`config.mk`:
```
export PLATFORM = sky130hd
export DESIGN_NAME = days_between_dates_top
export DESIGN_NICKNAME = d
export VERILOG_FILES = /design/src/rtl/dbd_pkg.sv /design/src/rtl/days_between_dates_top.sv
export SDC_FILE = /design/constraint.sdc
export NUM_CORES = 1
export LEC_CHECK = 0
export BUFFER_PORTS_ARGS = -buffer_cell sky130_fd_sc_hd__clkbuf_2
export CAP_MARGIN = 20
export CORE_MARGIN = 2
export CORE_UTILIZATION = 46
export DETAILED_ROUTE_END_ITERATION = 16
export HOLD_SLACK_MARGIN = 0.05
export PLACE_DENSITY_LB_ADDON = 0.12
export RECOVER_POWER = 25
export SYNTH_ARGS = -nofsm -noshare
export SYNTH_HDL_FRONTEND = slang
export SYNTH_SLANG_ARGS = --single-unit
```
`constraint.sdc`:
```
create_clock -name clock -period 14.05 [get_ports clock]
set_clock_uncertainty 0.2 [all_clocks]
set_input_delay 0.7025 -clock clock [delete_from_list [all_inputs] [get_ports clock]]
set_output_delay 0.7025 -clock clock [all_outputs]
set_load 0.02 [all_outputs]
```
`src/rtl/dbd_pkg.sv`:
```
// types, constants and calendar tables shared by the date distance block
package dbd_pkg;

   localparam int DayW    = 5;
   localparam int MonthW  = 4;
   localparam int YearW   = 14;
   localparam int SpanW   = 23;
   localparam int Q100W   = 8;
   localparam int Q400W   = 6;
   localparam int AdjW    = 13;
   localparam int MoOffW  = 9;
   localparam int ProdW   = 27;

   // reciprocal of 100 scaled by 2**19, exact for every year below 43690
   localparam logic [12:0] Recip100 = 13'd5243;
   localparam int          Shift100 = 19;
   localparam int          Shift400 = 21;

   localparam logic [MonthW-1:0] MonthJan = 4'd1;
   localparam logic [MonthW-1:0] MonthFeb = 4'd2;
   localparam logic [MonthW-1:0] MonthDec = 4'd12;

   // one calendar date as it arrives
   typedef struct packed {
      logic [DayW-1:0]   day;
      logic [MonthW-1:0] month;
      logic [YearW-1:0]  year;
   } date_type;

   // after the century quotients
   typedef struct packed {
      date_type         date;
      logic [Q100W-1:0] q100;
      logic [Q400W-1:0] q400;
   } quot_type;

   // pieces of the day number plus the validity of the date
   typedef struct packed {
      logic [SpanW-1:0]  year_base;
      logic [AdjW-1:0]   year_adj;
      logic [MoOffW-1:0] month_off;
      logic [DayW-1:0]   day;
      logic              ok;
   } part_type;

   // days in the months before the given month of a common year
   function automatic logic [MoOffW-1:0] days_before_month(input logic [MonthW-1:0] m);
      logic [MoOffW-1:0] r;
      case (m)
         4'd1:    r = 9'd0;
         4'd2:    r = 9'd31;
         4'd3:    r = 9'd59;
         4'd4:    r = 9'd90;
         4'd5:    r = 9'd120;
         4'd6:    r = 9'd151;
         4'd7:    r = 9'd181;
         4'd8:    r = 9'd212;
         4'd9:    r = 9'd243;
         4'd10:   r = 9'd273;
         4'd11:   r = 9'd304;
         4'd12:   r = 9'd334;
         default: r = 9'd0;
      endcase
      return r;
   endfunction

   // length of the given month of a common year, zero for a month that does not exist
   function automatic logic [DayW-1:0] month_length(input logic [MonthW-1:0] m);
      logic [DayW-1:0] r;
      case (m)
         4'd1, 4'd3, 4'd5, 4'd7, 4'd8, 4'd10, 4'd12: r = 5'd31;
         4'd4, 4'd6, 4'd9, 4'd11:                   r = 5'd30;
         4'd2:                                      r = 5'd28;
         default:                                   r = 5'd0;
      endcase
      return r;
   endfunction

endpackage

```
`src/rtl/days_between_dates_top.sv`:
```
// top level: four-stage pipeline giving the day distance between two dates
//
//  channel   direction  handshake            payload
//  req_      in         req_valid/req_stall  two dates (day, month, year)
//  rsp_      out        rsp_valid/rsp_stall  dates_valid, day_span
//
// one item per cycle sustained while the output is not stalled
// stage 1 year times reciprocal, stage 2 leap year, date check, year and month terms,
// stage 3 day numbers, stage 4 difference into the output register
// reset empties all stages; payload registers are not reset
// a stall holds only full stages: empty stages still fill, so items keep entering
// until every stage holds an item
module days_between_dates_top
   import dbd_pkg::*;
(
   input  logic                 clock,
   input  logic                 reset,
   input  logic                 req_valid,
   output logic                 req_stall,
   input  logic [DayW-1:0]      req_first_day,
   input  logic [MonthW-1:0]    req_first_month,
   input  logic [YearW-1:0]     req_first_year,
   input  logic [DayW-1:0]      req_second_day,
   input  logic [MonthW-1:0]    req_second_month,
   input  logic [YearW-1:0]     req_second_year,
   output logic                 rsp_valid,
   input  logic                 rsp_stall,
   output logic                 rsp_dates_valid,
   output logic [SpanW-1:0]     rsp_day_span
);

   logic s1_valid_ff, s2_valid_ff, s3_valid_ff, s4_valid_ff;
   logic rdy1, rdy2, rdy3, rdy4;

   date_type         date_in [2];
   quot_type         s1_in [2];
   quot_type         s1_ff [2];
   part_type         s2_in [2];
   part_type         s2_ff [2];
   logic [SpanW-1:0] s3_num_in [2];
   logic [SpanW-1:0] s3_num_ff [2];
   logic             s3_ok_in, s3_ok_ff;
   logic             s4_ok_in, s4_ok_ff;
   logic [SpanW-1:0] s4_span_in, s4_span_ff;

   // a stage may load when it is empty or the one after it moves on
   assign rdy4      = !s4_valid_ff || !rsp_stall;
   assign rdy3      = !s3_valid_ff || rdy4;
   assign rdy2      = !s2_valid_ff || rdy3;
   assign rdy1      = !s1_valid_ff || rdy2;
   assign req_stall = !rdy1;

   assign date_in[0] = '{day: req_first_day, month: req_first_month, year: req_first_year};
   assign date_in[1] = '{day: req_second_day, month: req_second_month, year: req_second_year};

   // stage 1: century quotients by reciprocal multiplication
   always_comb begin
      logic [ProdW-1:0] prod;
      for (int i = 0; i < 2; i++) begin
         prod = ProdW'(date_in[i].year) * ProdW'(Recip100);
         s1_in[i].date = date_in[i];
         s1_in[i].q100 = prod[Shift100 +: Q100W];
         s1_in[i].q400 = prod[Shift400 +: Q400W];
      end
   end

   // stage 2: leap year, date check, year and month terms of the day number
   always_comb begin
      logic [YearW-1:0]  y;
      logic [YearW:0]    back100, back400;
      logic              nz100, nz400, nz4, leap;
      logic [AdjW-1:0]   c4, c100, c400;
      logic [DayW-1:0]   len;
      logic              month_ok;
      for (int i = 0; i < 2; i++) begin
         y        = s1_ff[i].date.year;
         back100  = (YearW+1)'(s1_ff[i].q100) * (YearW+1)'(100);
         back400  = (YearW+1)'(s1_ff[i].q400) * (YearW+1)'(400);
         nz100    = back100 != {1'b0, y};
         nz400    = back400 != {1'b0, y};
         nz4      = y[1:0] != 2'b00;
         leap     = (!nz4 && nz100) || !nz400;
         c4       = AdjW'(y >> 2) + AdjW'(nz4);
         c100     = AdjW'(s1_ff[i].q100) + AdjW'(nz100);
         c400     = AdjW'(s1_ff[i].q400) + AdjW'(nz400);
         month_ok = s1_ff[i].date.month >= MonthJan && s1_ff[i].date.month <= MonthDec;
         len      = month_length(s1_ff[i].date.month)
                    + DayW'(s1_ff[i].date.month == MonthFeb && leap);
         s2_in[i].year_base = SpanW'(y) * SpanW'(365);
         s2_in[i].year_adj  = c4 - c100 + c400;
         s2_in[i].month_off = days_before_month(s1_ff[i].date.month)
                              + MoOffW'(s1_ff[i].date.month > MonthFeb && leap);
         s2_in[i].day       = s1_ff[i].date.day;
         s2_in[i].ok        = month_ok && s1_ff[i].date.day != '0
                              && s1_ff[i].date.day <= len;
      end
   end

   // stage 3: day numbers counted from the first of January of year zero
   always_comb begin
      for (int i = 0; i < 2; i++) begin
         s3_num_in[i] = s2_ff[i].year_base + SpanW'(s2_ff[i].year_adj)
                        + SpanW'(s2_ff[i].month_off) + SpanW'(s2_ff[i].day) - SpanW'(1);
      end
      s3_ok_in = s2_ff[0].ok && s2_ff[1].ok;
   end

   // stage 4: absolute difference, forced to zero for a bad date
   always_comb begin
      s4_ok_in = s3_ok_ff;
      if (!s3_ok_ff) begin
         s4_span_in = '0;
      end else if (s3_num_ff[0] > s3_num_ff[1]) begin
         s4_span_in = s3_num_ff[0] - s3_num_ff[1];
      end else begin
         s4_span_in = s3_num_ff[1] - s3_num_ff[0];
      end
   end

   // valid bits
   always_ff @(posedge clock) begin
      if (reset) begin
         s1_valid_ff <= 1'b0;
         s2_valid_ff <= 1'b0;
         s3_valid_ff <= 1'b0;
         s4_valid_ff <= 1'b0;
      end else begin
         if (rdy1) s1_valid_ff <= req_valid;
         if (rdy2) s2_valid_ff <= s1_valid_ff;
         if (rdy3) s3_valid_ff <= s2_valid_ff;
         if (rdy4) s4_valid_ff <= s3_valid_ff;
      end
   end

   // payload registers
   always_ff @(posedge clock) begin
      if (rdy1) s1_ff <= s1_in;
      if (rdy2) s2_ff <= s2_in;
      if (rdy3) begin
         s3_num_ff <= s3_num_in;
         s3_ok_ff  <= s3_ok_in;
      end
      if (rdy4) begin
         s4_ok_ff   <= s4_ok_in;
         s4_span_ff <= s4_span_in;
      end
   end

   assign rsp_valid       = s4_valid_ff;
   assign rsp_dates_valid = s4_ok_ff;
   assign rsp_day_span    = s4_span_ff;

   // a rejected pair of dates never reports a distance
   assert property (@(posedge clock) disable iff (reset)
      rsp_valid && !rsp_dates_valid |-> rsp_day_span == '0)
      else $error("nonzero span for invalid dates");

   // the input side stalls only when every stage holds an item and the output is held
   assert property (@(posedge clock) disable iff (reset)
      req_stall |-> s1_valid_ff && s2_valid_ff && s3_valid_ff && rsp_valid && rsp_stall)
      else $error("input stalled with room in the pipeline");

   // with the output free while it moves through the stages, an accepted item reaches the output
   assert property (@(posedge clock) disable iff (reset)
      (req_valid && !req_stall) ##1 !rsp_stall ##1 !rsp_stall ##1 !rsp_stall |=> rsp_valid)
      else $error("item lost in pipeline");

   // the span never exceeds 5996178 days
   assert property (@(posedge clock) disable iff (reset)
      rsp_valid |-> rsp_day_span <= SpanW'(5996178))
      else $error("span out of range");

endmodule
```
==> summary.txt <==
=================================================================================
Avg Inst Size Synth                                                      10.2 um2
Final critical-path required period                                       7610 ps
Final antenna diode count                                                       0
Cells resized by post-CTS repair                                                0
CP endpoint kind                                                         register
Arrival time worst endpoint                                               7710 ps
Crit-path slowest cell                                               sky130_fd_sc_hd__or4_1
Fraction of the yosys area taken by sequential cells                        24.6%
Number of nets in the synthesized netlist                                    3983
Cell Area, Synth                                                        30900 um2
Vias in the first global route                                              21500
Row Count                                                                      95
Fin Setup TNS                                                                0 ps
Result of the run                                                    finished, violations left
TritonCTS clock tree                                                        built
DRC violation count after routing                                               0
Number of max-capacitance violations reported                                   3
Nature of the critical path startpoint                                   register
Number of post-CTS setup repair buffers                                         0
Via-to-Cell Ratio                                                            5.10
Worst Path Buf+Inv                                                              1
Syn-to-layout area delta                                                    8.25%
Hold Fails Final Rpt                                                            0
Violated checks                                                      capacitance limit, slew limit
HPWL after detailed placement                                            52700 um
Most common cell after layout, fill and taps aside                   sky130_fd_sc_hd__inv_1
Layout cells sized above 1                                                  4.07%
Core Area                                                               66900 um2
Worst stage delay on the critical path                                     540 ps
TritonCTS Buffers                                                              36
Die span in x                                                              263 um
Worst slew margin                                                          -63.4%
Fraction of synthesis flops using an asynchronous set or reset pin             0%
Clock transition at the registers of the reported paths                     50 ps
Classification of the worst-slack hold path                                in2reg
Die area                                                                69300 um2
Clock sink total                                                              263
GR Util All Layers                                                          18.7%
Final period utilization                                                    54.2%
Total number of vias                                                        20500
Buffers on Ports                                                               75
Quantity of hold-fixing buffers added after cts                                 0
Maximum buffer depth of the clock tree                                          3
Synth Flop Type                                                      sky130_fd_sc_hd__edfxtp_1
First-pass GRT wire length                                              107000 um
Filler Cells Inserted                                                        6157
I/O pin cnt                                                                    76
Max H-tree Level                                                                2
DRT iter0 DRCs                                                                900
CTS root buffer                                                      sky130_fd_sc_hd__clkbuf_16
Vertical extent of the die                                                 263 um
Worst Path Required                                                      14150 ps
Total Nets Final                                                             4069
Top delay family on crit path                                         adder cells
Most frequent cell on the critical path                              sky130_fd_sc_hd__fa_1
Number of nets with antenna violations after detailed routing                   0
Yosys warns                                                                     0
Effective utilization at floorplan                                          46.2%
Highest clock frequency the design can meet                               131 MHz
Wire length per cell                                                      15.7 um
Total grt overflow                                                              0
Pin count of the biggest net entering global routing                           60
Most frequent cells in the layout                                    sky130_fd_sc_hd__inv_1, sky130_fd_sc_hd__ha_1, sky130_fd_sc_hd__fa_1, sky130_fd_sc_hd__edfxtp_1, sky130_fd_sc_hd__xnor2_1
Routed Wire Length                                                       63100 um
Worst-path fanout max                                                           6
Critical Setup Path Class                                                 reg2reg
Number of synthesized flops with an enable pin                                235
Number of iterations in the first detailed-routing pass                         5
Slew at the pin with the worst max-slew slack                             2450 ps
Antenna violations before repair                                                0
RePlAce Congestion                                                          0.859
Final Max Slew Viols                                                          118
Clock Latency Late Sink                                                    560 ps
Gate Count Post-Synth                                                        3030
Netlist cell types                                                             75
Finish-stage setup viols                                                        0
RSZ-0062 raised after global routing                                        false
Synthesis-stage register bit count                                            263
=================================================================================
[cell type report]
type,count,area [um2],share of cell area (%)
clock buffer,44,941,2.81
clock inverter,22,295,0.882
inverter,708,2660,7.94
multi-input combinational,2027,20500,61.3
sequential,263,7620,22.8
tap,873,1090,3.26
timing repair buffer,80,360,1.08
[layer usage]
metal	wire length (um)	track usage, %
met1	30100	25.8
met2	30000	31.8
met3	1930	2.21
met4	1150	3.86
met5	0	0
[logic make-up (layout without fill, tap and decap cells)]
| family | Yosys count | after routing | share of synthesized area [%] |
|---|---|---|---|
| multiplexers | 27 | 27 | 0.898 |
| adder cells (fa/ha/maj) | 903 | 903 | 43.0 |
| AO/OA/AOI/OAI | 434 | 434 | 9.29 |
| AND/OR/NAND/NOR | 478 | 478 | 7.83 |
| buffers and inverters | 740 | 854 | 9.07 |
| XOR/XNOR | 185 | 185 | 5.24 |
| flip-flops | 263 | 263 | 24.6 |
[sequential cells by signal, summed over array words and instances (netlist names), named ones only]
register	flops
s3_ok_ff	1
rsp_day_span	23
rsp_valid	1
s1_ff	62
s3_num_ff	46
s2_ff	102
s2_valid_ff	1
rsp_dates_valid	1
s3_valid_ff	1
s1_valid_ff	1
[metrics by stage]
stage	cell area (um2)	instances	worst slack, ps	util (%)	hold WS (ps)
2_1_floorplan	30900	3030	6990	-	226
3_3_place_gp	32300	3951	6560	48.3	242
5_1_grt	33500	4017	5990	50.0	83.6
3_5_place_dp	32300	3951	6510	48.3	268
4_1_cts	33500	4017	6490	50.1	71.1
6_report	33500	4017	6440	50.0	111
[worst reg2reg max path: cells and delay by family, from the launching register on]
kind / cells / cell delay [ps]
DFF: 1 / 520
adders and majority gates: 9 / 3480
xor gates and xnor gates: 2 / 170
and+or+nand+nor: 3 / 800
buffers and inverters: 1 / 40
AOI/OAI and AO/OA: 12 / 2120
[Yosys cell counts (44+ instances only)]
cell type,number,area (um2)
sky130_fd_sc_hd__ha_1,635,7950
sky130_fd_sc_hd__inv_1,706,2650
sky130_fd_sc_hd__o21ai_0,71,355
sky130_fd_sc_hd__nand3_1,44,220
sky130_fd_sc_hd__fa_1,268,5370
sky130_fd_sc_hd__a21oi_1,123,616
sky130_fd_sc_hd__nor2_1,115,432
sky130_fd_sc_hd__edfxtp_1,235,7060
sky130_fd_sc_hd__xor2_1,51,447
sky130_fd_sc_hd__a21o_1,80,601
sky130_fd_sc_hd__xnor2_1,134,1170
sky130_fd_sc_hd__nand2_1,99,372
[worst paths after layout]
kind | start | to | slack, ps | cells after the start
max | s1_ff[46] | s2_ff[77] | 6440 | 27
min | req_first_day[2] | s1_ff[71] | 110 | 1
max reg2reg | s1_ff[46] | s2_ff[77] | 6440 | 27
min reg2reg | s1_ff[69] | s2_ff[52] | 270 | 0
Power is not shown: default switching activity piles up to over one toggle a cycle in this logic, so the estimate is an artifact.
